===== src/sv/gdps_pkg.sv =====
package gdps_pkg;

	localparam int unsigned MAX_VERTICES_DEF = 32;
	localparam int unsigned VTX_W = 5;
	localparam int unsigned CNT_W = 6;
	localparam int unsigned STATUS_W = 3;
	localparam logic [CNT_W-1:0] VCOUNT_RESET = 6'd32;

	localparam logic [STATUS_W-1:0] ST_ADDED = 3'd0;
	localparam logic [STATUS_W-1:0] ST_DUP = 3'd1;
	localparam logic [STATUS_W-1:0] ST_RANGE = 3'd2;
	localparam logic [STATUS_W-1:0] ST_PATH = 3'd3;
	localparam logic [STATUS_W-1:0] ST_NOPATH = 3'd4;

	localparam logic REQ_ADD = 1'b0;
	localparam logic REQ_FIND = 1'b1;

	typedef struct packed {
		logic req_type;
		logic [VTX_W-1:0] source_vertex;
		logic [VTX_W-1:0] target_vertex;
	} req_t;

	typedef struct packed {
		logic [STATUS_W-1:0] status;
		logic [VTX_W-1:0] path_vertex;
		logic last;
	} rsp_t;

endpackage


===== src/sv/gdps_ctrl.sv =====
module gdps_ctrl import gdps_pkg::*; #(
	parameter int unsigned N = MAX_VERTICES_DEF
) (
	input  logic clk,
	input  logic arst_n,
	input  logic in_valid,
	output logic in_ready,
	input  req_t in_data,
	output logic out_valid,
	input  logic out_ready,
	output rsp_t out_data,
	input  logic cfg_we,
	input  logic [CNT_W-1:0] cfg_wdata,
	output logic mem_we,
	output logic [$clog2(N*N)-1:0] mem_waddr,
	output logic [VTX_W-1:0] mem_wdata,
	output logic [$clog2(N*N)-1:0] mem_raddr,
	input  logic [VTX_W-1:0] mem_rdata
);

	localparam int unsigned VW = $clog2(N);
	localparam int unsigned DW = $clog2(N + 1);
	localparam int unsigned AW = $clog2(N * N);

	typedef enum logic [2:0] {S_IDLE, S_RESP, S_TOP, S_SCAN, S_EMIT} state_t;

	state_t state_q;
	logic req_type_q;
	logic [VTX_W-1:0] dst_q;
	logic [CNT_W-1:0] vcount_q;
	logic [DW-1:0] deg_q [N];
	logic [N-1:0] visited_q;
	logic [VW-1:0] stack_q [N];
	logic [DW-1:0] depth_q;
	logic [VW-1:0] top_q;
	logic [DW-1:0] tdeg_q;
	logic [DW-1:0] k_q;
	logic [DW-1:0] e_q;
	logic rv_s1;
	logic push_mode_q;
	logic [STATUS_W-1:0] res_q;
	logic out_valid_q;
	rsp_t out_q;

	logic [CNT_W-1:0] lim;
	logic out_of_range;
	logic out_free;
	logic issue;
	logic match;
	logic scan_done;
	logic [AW-1:0] base;
	logic [DW-1:0] depth_m1;
	logic [VW-1:0] in_src;
	logic [VW-1:0] top_v;

	assign lim = (vcount_q > CNT_W'(N)) ? CNT_W'(N) : vcount_q;
	assign out_of_range = (CNT_W'(in_data.source_vertex) >= lim)
		|| (CNT_W'(in_data.target_vertex) >= lim);
	assign out_free = !out_valid_q || out_ready;
	assign in_src = VW'(in_data.source_vertex);
	assign depth_m1 = depth_q - DW'(1);
	assign top_v = stack_q[depth_m1[VW-1:0]];

	assign base = AW'(top_q) * AW'(N);
	assign issue = k_q < tdeg_q;
	// The check sees the read data in the cycle after its read address, since the memory output is registered.
	assign match = rv_s1 && (push_mode_q ? !visited_q[VW'(mem_rdata)] : (mem_rdata == dst_q));
	assign scan_done = !rv_s1 && !issue;

	assign mem_raddr = base + AW'(k_q);
	assign mem_waddr = base + AW'(tdeg_q);
	assign mem_wdata = dst_q;
	assign mem_we = (state_q == S_SCAN) && (req_type_q == REQ_ADD) && !match && scan_done
		&& (tdeg_q < DW'(N));

	assign in_ready = (state_q == S_IDLE);
	assign out_valid = out_valid_q;
	assign out_data = out_q;

	always_ff @(posedge clk or negedge arst_n) begin
		if (!arst_n) begin
			state_q <= S_IDLE;
			req_type_q <= REQ_ADD;
			dst_q <= '0;
			vcount_q <= VCOUNT_RESET;
			for (int i = 0; i < N; i++) begin
				deg_q[i] <= '0;
				stack_q[i] <= '0;
			end
			visited_q <= '0;
			depth_q <= '0;
			top_q <= '0;
			tdeg_q <= '0;
			k_q <= '0;
			e_q <= '0;
			rv_s1 <= 1'b0;
			push_mode_q <= 1'b0;
			res_q <= ST_ADDED;
			out_valid_q <= 1'b0;
			out_q <= '0;
		end else begin
			if (cfg_we) begin
				vcount_q <= cfg_wdata;
			end
			if (out_ready) begin
				out_valid_q <= 1'b0;
			end
			case (state_q)
				S_IDLE: begin
					if (in_valid) begin
						if (out_of_range) begin
							res_q <= ST_RANGE;
							state_q <= S_RESP;
						end else begin
							req_type_q <= in_data.req_type;
							dst_q <= in_data.target_vertex;
							top_q <= in_src;
							tdeg_q <= deg_q[in_src];
							k_q <= '0;
							rv_s1 <= 1'b0;
							push_mode_q <= 1'b0;
							if (in_data.req_type == REQ_ADD) begin
								state_q <= S_SCAN;
							end else begin
								visited_q <= '0;
								stack_q[0] <= in_src;
								depth_q <= DW'(1);
								state_q <= S_TOP;
							end
						end
					end
				end
				S_RESP: begin
					if (out_free) begin
						out_valid_q <= 1'b1;
						out_q <= '{status: res_q, path_vertex: '0, last: 1'b1};
						state_q <= S_IDLE;
					end
				end
				S_TOP: begin
					if (depth_q == '0) begin
						res_q <= ST_NOPATH;
						state_q <= S_RESP;
					end else begin
						top_q <= top_v;
						tdeg_q <= deg_q[top_v];
						k_q <= '0;
						rv_s1 <= 1'b0;
						push_mode_q <= visited_q[top_v];
						state_q <= S_SCAN;
					end
				end
				S_SCAN: begin
					rv_s1 <= issue;
					if (issue) begin
						k_q <= k_q + DW'(1);
					end
					if (match) begin
						rv_s1 <= 1'b0;
						if (req_type_q == REQ_ADD) begin
							res_q <= ST_DUP;
							state_q <= S_RESP;
						end else if (!push_mode_q) begin
							e_q <= '0;
							state_q <= S_EMIT;
						end else begin
							if (depth_q < DW'(N)) begin
								stack_q[depth_q[VW-1:0]] <= VW'(mem_rdata);
								depth_q <= depth_q + DW'(1);
							end else begin
								depth_q <= depth_m1;
							end
							state_q <= S_TOP;
						end
					end else if (scan_done) begin
						if (req_type_q == REQ_ADD) begin
							if (tdeg_q < DW'(N)) begin
								deg_q[top_q] <= tdeg_q + DW'(1);
								res_q <= ST_ADDED;
							end else begin
								res_q <= ST_DUP;
							end
							state_q <= S_RESP;
						end else if (!push_mode_q) begin
							// First visit without the goal nearby: mark it and look for a child.
							visited_q[top_q] <= 1'b1;
							push_mode_q <= 1'b1;
							k_q <= '0;
						end else begin
							depth_q <= depth_m1;
							state_q <= S_TOP;
						end
					end
				end
				S_EMIT: begin
					if (out_free) begin
						out_valid_q <= 1'b1;
						if (e_q < depth_q) begin
							out_q <= '{status: ST_PATH,
								path_vertex: VTX_W'(stack_q[e_q[VW-1:0]]), last: 1'b0};
							e_q <= e_q + DW'(1);
						end else begin
							out_q <= '{status: ST_PATH, path_vertex: dst_q, last: 1'b1};
							depth_q <= '0;
							state_q <= S_IDLE;
						end
					end
				end
				default: begin
					state_q <= S_IDLE;
				end
			endcase
		end
	end

	a_depth_bound: assert property (@(posedge clk) disable iff (!arst_n)
		depth_q <= DW'(N)) else $error("stack depth exceeds vertex limit");

	a_tdeg_bound: assert property (@(posedge clk) disable iff (!arst_n)
		tdeg_q <= DW'(N)) else $error("adjacency length exceeds vertex limit");

	a_zero_vertex: assert property (@(posedge clk) disable iff (!arst_n)
		(out_valid_q && out_q.status != ST_PATH) |-> (out_q.path_vertex == '0))
		else $error("non-path result carries a vertex");

	a_one_item: assert property (@(posedge clk) disable iff (!arst_n)
		(in_valid && in_ready) |=> !in_ready)
		else $error("second transaction taken while busy");

endmodule

===== config.mk =====
export PLATFORM = sky130hd
export DESIGN_NAME = gdps_ctrl
export DESIGN_NICKNAME = d
export VERILOG_FILES = /design/src/sv/gdps_pkg.sv /design/src/sv/gdps_ctrl.sv
export SDC_FILE = /design/constraint.sdc
export NUM_CORES = 1
export LEC_CHECK = 0
export BUFFER_PORTS_ARGS = -buffer_cell sky130_fd_sc_hd__buf_2
export CORE_ASPECT_RATIO = 0.6
export CORE_MARGIN = 2
export CORE_UTILIZATION = 45
export CTS_CLUSTER_DIAMETER = 100
export DETAILED_ROUTE_END_ITERATION = 7
export RECOVER_POWER = 25
export SLEW_MARGIN = 30
export SYNTH_ARGS = -nofsm -noshare
export SYNTH_HDL_FRONTEND = slang
export SYNTH_SLANG_ARGS = --single-unit

===== constraint.sdc =====
create_clock -name clk -period 4.15 [get_ports clk]
set_clock_uncertainty 0.15 [all_clocks]
set_input_delay 0.6225 -clock clk [delete_from_list [all_inputs] [get_ports clk]]
set_output_delay 0.6225 -clock clk [all_outputs]
set_load 0.01 [all_outputs]

; Yosys cells after proc, flatten, opt, wreduce, memory -nomap -nowiden
; Index checks and enable logic that the tools add are counted.
[word_totals]
reg_bits = 443
[classes]
n_addsub = 7
n_lt_le_gt_ge = 19
eq_ne = 30
mux = 118
n_bitwise = 10
n_reduce_logical = 38
[op_table]
columns = op, n
row1 = 160-bit 2-to-1 mux, 4
row2 = 32-bit 2-to-1 mux, 7
row3 = 6-bit 2-to-1 mux, 35
row4 = 192-bit bitwise mux, 1
row5 = 160-bit bitwise mux, 1
row6 = 32-bit one-hot mux with 2 select lines, 1
row7 = 6-bit binary-select mux with 5-bit select, 2
row8 = 5-bit 2-to-1 mux, 11
row9 = 3-bit 2-to-1 mux, 17
row10 = 5-bit binary-select mux with 5-bit select, 2
row11 = "6-bit greater-or-equal comparator, second input constant", 6
row12 = 5-bit NOT with 6-bit output, 6
row13 = 6-bit one-hot mux with 3 select lines, 2
row14 = 32-bit OR, 1
row15 = 6-bit demux with 5-bit select, 1
row16 = "2-bit inequality test, second input constant", 14
row17 = 5-bit demux with 5-bit select, 1
row18 = "6-bit by 1-bit adder with 6-bit output, second input constant", 4
row19 = 6-bit one-hot mux with 2 select lines, 2
row20 = "3-bit inequality test, second input constant", 7
row21 = 10-bit by 6-bit adder with 10-bit output, 2
row22 = 5-bit one-hot mux with 2 select lines, 2
row23 = "5-bit by 6-bit < comparator with 1-bit output, second input constant", 3
row24 = 9-bit 2-to-1 mux, 2
row25 = 37 further kinds, 88

; Logic depth before layout (Yosys ltp)
; Gate-level depths: netlist (run 1).
[logic_depth]
ltp_word = 11
mapped_depth = 20
depth_no_buf = 12

; Worst setup path before layout (run 1)
; Ideal clock, no wire load.
[synth_path]
path_kind = reg-to-reg
start = register depth_q[0]
end = register tdeg_q[1]
arrival_ps = 3807
setup_slack_ps = 55
stages_incl_launch_ff = 20
n_path_buf = 8
synth_period_minus_slack_ps = 4095
cell_sequence = dfrtp_1 > buf_6 > buf_12 > buf_12 > inv_1 > ha_1 > buf_2 > buf_2 > buf_4 > mux4_2 > nand4_1 > nand2_1 > a2111oi_0 > or2_1 > buf_2 > buf_1 > mux2i_1 > nor2_1 > nor4_1 > a211oi_1
[synth_between]
elab_chain_len = 11
[synth_lines]
columns = item, line
row1 = "start, declared", gdps_ctrl.sv:34  ; logic [DW-1:0] depth_q;
row2 = "start signal, assigned", gdps_ctrl.sv:169  ; depth_q <= depth_q + DW'(1);
row3 = "start signal, assigned", gdps_ctrl.sv:171  ; depth_q <= depth_m1;
row4 = "start signal, assigned", gdps_ctrl.sv:190  ; depth_q <= depth_m1;
row5 = 6-bit by 1-bit subtractor with 6-bit output, gdps_ctrl.sv:61  ; assign depth_m1 = depth_q - DW'(1);
row6 = 5-bit NOT with 6-bit output (implied by the code), gdps_ctrl.sv:62  ; assign top_v = stack_q[depth_m1[VW-1:0]];
row7 = 5-bit binary-select mux with 5-bit select, gdps_ctrl.sv:62
row8 = 5-bit 2-to-1 mux (implied by the code) (2 in a row), gdps_ctrl.sv:62
row9 = 5-bit NOT with 6-bit output (implied by the code), gdps_ctrl.sv:146  ; tdeg_q <= deg_q[top_v];
row10 = 6-bit binary-select mux with 5-bit select, gdps_ctrl.sv:146
row11 = 6-bit 2-to-1 mux (implied by the code) (2 in a row), gdps_ctrl.sv:146
row12 = 6-bit 2-to-1 mux, gdps_ctrl.sv:141  ; if (depth_q == '0) begin
row13 = 6-bit one-hot mux with 2 select lines, gdps_ctrl.sv:108  ; case (state_q)
row14 = "end signal, assigned", gdps_ctrl.sv:118  ; tdeg_q <= deg_q[in_src];
row15 = "end signal, assigned", gdps_ctrl.sv:146
row16 = "end, declared", gdps_ctrl.sv:36  ; logic [DW-1:0] tdeg_q;
; Parallel ways exist; a longest one is shown, timed or not. The select of a mux whose other input is x is not followed.
; A chain may end at the register's enable or synchronous reset.

; Worst setup path after layout (run 1)
[layout_path]
start = register depth_q[0]
end = register tdeg_q[2]
; The elaborated chain is that of the path after synthesis.

==> results of run 1 <==
-- synthesized netlist by cell type, types with 23 or more instances --
master    number
dfrtp_1      442
mux2_2       260
nand2_1      220
mux4_2       169
o21ai_0      156
nor2_1       106
mux2i_1       99
clkbuf_1      78
nand3_1       54
a21oi_1       50
ha_1          32
inv_1         25
buf_1         23
-- cell type report --
type,instances,area [um^2]
clock buffers,65,1323
clock inverters,17,186.4
fillers,4670,26200
inverters,30,117.6
multi-input cells,1435,13160
flip-flops and latches,443,11090
well taps,714,893.4
repair buffers,187,1529
-- kinds of logic (layout without fill, tap and decap cells) --
group | count (synthesis) | count (layout) | share of synthesized area (%)
XOR/XNOR | 33 | 33 | 1.157
adder cells (fa/ha/maj) | 32 | 32 | 1.603
AO/OA/AOI/OAI | 316 | 316 | 7.587
AND/OR/NAND/NOR | 517 | 517 | 10.10
flip-flops | 443 | 443 | 44.38
buffers and inverters | 187 | 299 | 3.851
multiplexers | 537 | 537 | 31.33
-- routing by layer --
metal  part of all wire (%)  vias to the layer above
met5                  0.016                        -
met4                    1.6                        2
met3                     14                      122
met2                     37                      981
met1                     47                     9644
li1                       -                     7809
-- flip-flops by register name (all words and copies together), names as in the netlist --
register,count
out_valid,1
stack_q,160
k_q,6
res_q,3
e_q,6
vcount_q,6
tdeg_q,6
out_data,9
depth_q,6
push_mode_q,1
mem_wdata,5
rv_s1,1
top_q,5
visited_q,32
deg_q,192
state_q,3
req_type_q,1
-- report_power, final --
part	switching (W)	internal (W)	leakage [nW]	total [W]
Combinational	0.00490	0.00309	6.25	0.00800
Sequential	0.000610	0.00481	6.06	0.00542
Clock	0.00182	0.00241	0.744	0.00424
-- worst max-delay path, stage by stage, from the launching register on --
cell      delay, ns
dfrtp_2        0.45
inv_1          0.11
ha_4           0.35
buf_12         0.19
mux4_2         0.36
a21boi_0       0.15
o21ai_0        0.20
and4b_4        0.45
buf_16         0.24
mux2i_1        0.42
a22oi_1        0.16
and4_1         0.24
nor4_1         0.28
a211oi_1       0.09
-- metrics by stage --
stage | power, W | setup TNS, ns
final | 0.01765 | 0
after global routing | 0.01841 | -0.08073
after CTS | 0.01716 | 0
after detailed placement | 0.01287 | -0.5085
after global placement | 0.01276 | -0.6493
after floorplan | 0.01002 | 0
-- what timing repair did --
action                                  CTS  global route
pin swaps                                 0             5
resized for setup                         7            29
cloned                                    0             3
endpoints found under the setup margin    5             7
setup buffers                             0             3
hold buffers                              0             0
-- path summary, 6_finish.rpt --
check                                        start                 endpoint  depth (start not counted)
max                         depth_q[0]$_DFFE_PN0P_    tdeg_q[2]$_DFFE_PN0P_                         13
min                                   cfg_wdata[5]  vcount_q[5]$_DFFE_PN1P_                          2
max reg2reg                 depth_q[0]$_DFFE_PN0P_    tdeg_q[2]$_DFFE_PN0P_                         13
min reg2reg                out_data[2]$_DFFE_PN0P_  out_data[2]$_DFFE_PN0P_                          2
max in group asynchronous                   arst_n  stack_q[44]$_DFFE_PN0P_                          2
min in group asynchronous                   arst_n   deg_q[133]$_DFFE_PN0P_                          1
==> flow_metrics.env, run 1 <==
export IMPL_track_usage_pct=27.94
export IMPL_clk_pin_slew_worst_paths_ns=0.06
export IMPL_power_density_nw_per_um2=623.6
export IMPL_synth_edf_count=0
export IMPL_cts_sinks=443
export IMPL_slew_headroom_pct=-87.11
export IMPL_rsz0062_at_grt="yes"
export IMPL_gr_total_overflow=0
export IMPL_routed_wl_um=80610
export IMPL_drive_gt1_share_pct=34.86
export IMPL_cts_buffer_depth=3
export IMPL_reg2reg_slack_ns=0.11
export IMPL_synthToLayoutAreaGrowth_pct=13.28
export IMPL_h_tree_depth=2
export IMPL_synth_area_leader_cell="dfrtp_1"
export IMPL_yosys_warnings=0
export IMPL_drc=0
export IMPL_netlist_instances=2065
export IMPL_die_h_um=186.5
export IMPL_mostFrequentLayoutCells="439 x dfrtp_1, 260 x mux2_2, 220 x nand2_1"
export IMPL_setup_viol=0
export IMPL_grt_max_degree=100
export IMPL_die_area_um2=57480
export IMPL_tightest_slew_ns=2.807
export IMPL_dpl_instance_area_um2=26550
export IMPL_synth_cell_area_um2=24980
export IMPL_fin_cells=2891
export IMPL_cap_violations=1
export IMPL_drt_initial_drc_count=2129
export IMPL_clk_latency_ns=0.57
export IMPL_post_dp_hpwl_um=58060
export IMPL_cts_made_buffers=46
export IMPL_cts_root_buf="clkbuf_16"
export IMPL_yosysUniqueCellTypes=78
export IMPL_first_pass_iters=6
export IMPL_worstPathMaxFanout=24
export IMPL_critPathKind="flip-flop to flip-flop"
export IMPL_fin_util_pct=51.93
export IMPL_dpl_worst_slack_ns=-0.2796
export IMPL_syn_num_nets=2124
export IMPL_synth_seq_cells=443
export IMPL_final_max_slew_viol_count=97
export IMPL_cp_end_kind="flip-flop"
export IMPL_hold_viol=0
export IMPL_grt_util_met1_pct=44.82
export IMPL_coreArea_um2=54500
export IMPL_synth_ff_type="dfrtp_1"
export IMPL_vias_per_cell=6.419
export IMPL_p_leak_nw=13.06
export IMPL_synth_area_per_cell_um2=12.10
export IMPL_synthTopCellsByArea="dfrtp_1 44%, mux4_2 15%, mux2_2 12%"
export IMPL_grt_pass1_vias=18090
export IMPL_num_vias=18560
export IMPL_n_antenna_cell=0
export IMPL_finalCriticalPeriod_ns=4.038
export IMPL_yosysSeqAreaShare_pct=44.38
export IMPL_met3_usage_pct=12.75
export IMPL_status="complete, but fails checks"
export IMPL_cp_required_ns=4.42
export IMPL_grt_use_met2_pct=33.91
export IMPL_start_util_pct=45.84
export IMPL_critical_path_arrival_ns=4.31
export IMPL_timing_final_crit_share_pct=97.29
export IMPL_place_gp_congestion=0.9427
export IMPL_wire_per_inst_um=27.88
export IMPL_ant_nets=0
export IMPL_mostFrequentLayoutCell="dfrtp_1"
export IMPL_pin_count=64
export IMPL_place_inst=2803
export IMPL_fp_row_count=66
export IMPL_fmax_mhz=247.7
export IMPL_io_buffers=63
export IMPL_ir_drop_uv=563.6
export IMPL_async_flop_share_pct=100.0
export IMPL_grt_pass1_wl_um=120300
export IMPL_layout_setup_ws_ns=0.1123
export IMPL_nets=2202
export IMPL_synth_top_area_share_pct=44.27
export IMPL_start_kind="flip-flop"
export IMPL_die_w_um=308.2
export IMPL_antenna_found_initial=2
export IMPL_hold_class="primary input to flip-flop"
export IMPL_gr_max_usage_layer="met1"
export IMPL_cts_tree="done"
export IMPL_holdWs_ns=0.1362
export IMPL_violations="max-capacitance violations, max-slew violations"
export IMPL_design_area_um2=28300
No activity file was read; power rests on OpenSTA's default activity.
==> run 2, diff against run 1 <==
--- a/config.mk
+++ b/config.mk
@@ -13,2 +13,3 @@
 export DETAILED_ROUTE_END_ITERATION = 7
+export MAX_ROUTING_LAYER = met4
 export RECOVER_POWER = 25
==> constraint.sdc (replaced) <==
create_clock -name clk -period 4.15 [get_ports clk]
set_clock_uncertainty 0.15 [all_clocks]
set_input_delay 0.415 -clock clk [delete_from_list [all_inputs] [get_ports clk]]
set_output_delay 0.415 -clock clk [all_outputs]
set_load 0.01 [all_outputs]
==> run 2 against run 1 <==
Effect of this change: the run still ends with max-capacitance violations, max-slew violations left; cell count grew 0.55%; via count shrank 0.51%; register-to-register slack gained 0.08 ns; largest power group unchanged.
==> flow_metrics.env, run 2 (same netlist as run 1, synthesis figures left out) <==
export IMPL_cap_violations=1
export IMPL_r2r_end="tdeg_q[0]$_DFFE_PN0P_"
export IMPL_reg2reg_slack_ns=0.19
export IMPL_synthToLayoutAreaGrowth_pct=13.38
export IMPL_fp_row_count=66
export IMPL_mostFrequentLayoutCells="439 x dfrtp_1, 260 x mux2_2, 219 x nand2_1"
export IMPL_layout_setup_ws_ns=0.1934
export IMPL_die_area_um2=57480
export IMPL_num_vias=18460
export IMPL_first_pass_iters=5
export IMPL_reg2reg_depth=16
export IMPL_switchingPower_w=0.007211
export IMPL_cp_required_ns=4.48
export IMPL_setup_viol=0
export IMPL_fmax_mhz=252.7
export IMPL_worstPathCellList="inv_1 -> buf_4 -> ha_2 -> buf_4 -> xor2_1 -> buf_6 -> mux2i_2 -> mux2i_1 -> mux2i_1 -> buf_4 -> nand2_1 -> buf_4 -> a221oi_2 -> o21ai_1 -> nor4b_1 -> a311oi_1"
export IMPL_ant_nets=0
export IMPL_switching_share_pct=41.07
export IMPL_wire_per_inst_um=27.29
export IMPL_drive_gt1_share_pct=34.26
export IMPL_fill_cells=4674
export IMPL_dpl_worst_slack_ns=-0.003229
export IMPL_report_power_total_w=0.01756
export IMPL_hold_class="primary input to flip-flop"
export IMPL_coreArea_um2=54500
export IMPL_highest_layer="met4"
export IMPL_cts_buffer_depth=3
export IMPL_slew_headroom_pct=-45.55
export IMPL_final_max_slew_viol_count=32
export IMPL_seq_power_share_pct=30.9
export IMPL_violations="max-capacitance violations, max-slew violations"
export IMPL_hold_viol=0
export IMPL_p_int_w=0.01034
export IMPL_nets=2216
export IMPL_largest_register="deg_q"
export IMPL_p_leak_nw=13.10
export IMPL_fin_setup_tns_ns=0
export IMPL_drc=0
export IMPL_reg2reg_from="depth_q[0]$_DFFE_PN0P_"
export IMPL_timing_final_crit_share_pct=95.34
export IMPL_cts_tree="done"
export IMPL_place_gp_congestion=0.9876
export IMPL_worstPathMaxFanout=9
export IMPL_drt_initial_drc_count=2225
export IMPL_combPwrFrac_pct=44.9
export IMPL_grt_pass1_wl_um=120800
export IMPL_cts_root_buf="clkbuf_16"
export IMPL_cts_sinks=443
export IMPL_path_buf_inv=6
export IMPL_critical_path_arrival_ns=4.29
export IMPL_pin_count=64
export IMPL_track_usage_pct=28.77
export IMPL_die_h_um=186.5
export IMPL_grt_pass1_vias=18010
export IMPL_wl_met2_um=29300
export IMPL_power_density_nw_per_um2=619.7
export IMPL_p_clk_share_pct=24.2
export IMPL_h_tree_depth=2
export IMPL_finalCriticalPeriod_ns=3.957
export IMPL_largest_register_ffs=192
export IMPL_hold_start="cfg_we"
export IMPL_critPathKind="flip-flop to flip-flop"
export IMPL_mostFrequentLayoutCell="dfrtp_1"
export IMPL_dr_wl_met3_um=10320
export IMPL_whs_path_depth=2
export IMPL_cpMaxStageDelayCell="dfrtp_2"
export IMPL_largestRegisters="deg_q x192, stack_q x160, visited_q x32"
export IMPL_start_util_pct=45.84
export IMPL_status="complete, but fails checks"
export IMPL_tightest_slew_ns=2.183
export IMPL_clk_latency_ns=0.58
export IMPL_routed_wl_um=79330
export IMPL_vias_per_cell=6.351
export IMPL_die_w_um=308.2
export IMPL_max_stage_delay_ns=0.43
export IMPL_grt_max_degree=107
export IMPL_cp_end_kind="flip-flop"
export IMPL_antenna_found_initial=1
export IMPL_wl_met1_um=38660
export IMPL_cts_made_buffers=45
export IMPL_crit_path_frequent_cell="buf_4"
export IMPL_start_kind="flip-flop"
export IMPL_clk_pin_slew_worst_paths_ns=0.07
export IMPL_ir_drop_uv=375.3
export IMPL_cp_top_family="buffers and inverters"
export IMPL_gr_total_overflow=0
export IMPL_post_dp_hpwl_um=57930
export IMPL_io_buffers=63
export IMPL_hold_path_endpoint="vcount_q[2]$_DFFE_PN0P_"
==> run 2: timing repair <==
item	4_1_cts	5_1_grt
pin swaps	0	5
endpoints found under the setup margin	3	6
hold endpoints to repair	110	0
buffers inserted	0	7
hold buffers	12	0
gates cloned	0	1
gates resized for setup	2	18
==> run 2: worst max-delay path by stage <==
stage | endpoint | slack, ns | start | cells past startpoint
global route | tdeg_q[0]$_DFFE_PN0P_ | -0.01 | depth_q[0]$_DFFE_PN0P_ | 16
finish | tdeg_q[0]$_DFFE_PN0P_ | 0.19 | depth_q[0]$_DFFE_PN0P_ | 16
detailed placement | tdeg_q[2]$_DFFE_PN0P_ | -0.003 | depth_q[0]$_DFFE_PN0P_ | 15
CTS | tdeg_q[3]$_DFFE_PN0P_ | 0.005 | depth_q[0]$_DFFE_PN0P_ | 15
global placement | tdeg_q[4]$_DFFE_PN0P_ | -0.0004 | depth_q[0]$_DFFE_PN0P_ | 13
floorplan | tdeg_q[1]$_DFFE_PN0P_ | 0.06 | depth_q[0]$_DFFE_PN0P_ | 19
==> run 2: power groups by stage <==
stage	clock network [W]	registers [W]	logic [W]
6_report	0.00426	0.00542	0.00788
4_1_cts	0.00431	0.00539	0.00735
2_1_floorplan	0	0.00520	0.00482
3_3_place_gp	0	0.00545	0.00724
5_1_grt	0.00452	0.00547	0.00832
3_5_place_dp	0	0.00547	0.00731
==> run 2: per-stage QoR <==
stage / area [um^2] / utilization [%] / hold WS (ns) / instances
2_1_floorplan: 24980 / - / -0.03059 / 2065
3_3_place_gp: 26480 / 48.59 / 0.3155 / 2802
3_5_place_dp: 26490 / 48.60 / 0.3281 / 2802
4_1_cts: 28130 / 51.62 / 0.02790 / 2896
5_1_grt: 28330 / 51.97 / 0.05091 / 2907
6_report: 28330 / 51.97 / 0.06034 / 2907
==> run 2: layout make-up <==
type	count	area, um^2	area share [%]
Clock inverter	15	137.6	0.4859
Tap cell	714	893.4	3.154
Antenna cell	1	2.502	0.008834
Inverter	30	125.1	0.4417
Timing Repair Buffer	202	1625	5.738
Clock buffer	67	1381	4.876
Sequential cell	443	11090	39.15
Multi-Input combinational cell	1435	13070	46.14
==> run 2: routing by layer <==
layer,track usage [%],vias to the layer above
li1,-,7836
met1,47.02,9485
met2,33.57,1039
met3,9.915,103
met4,4.465,0
met5,-,-
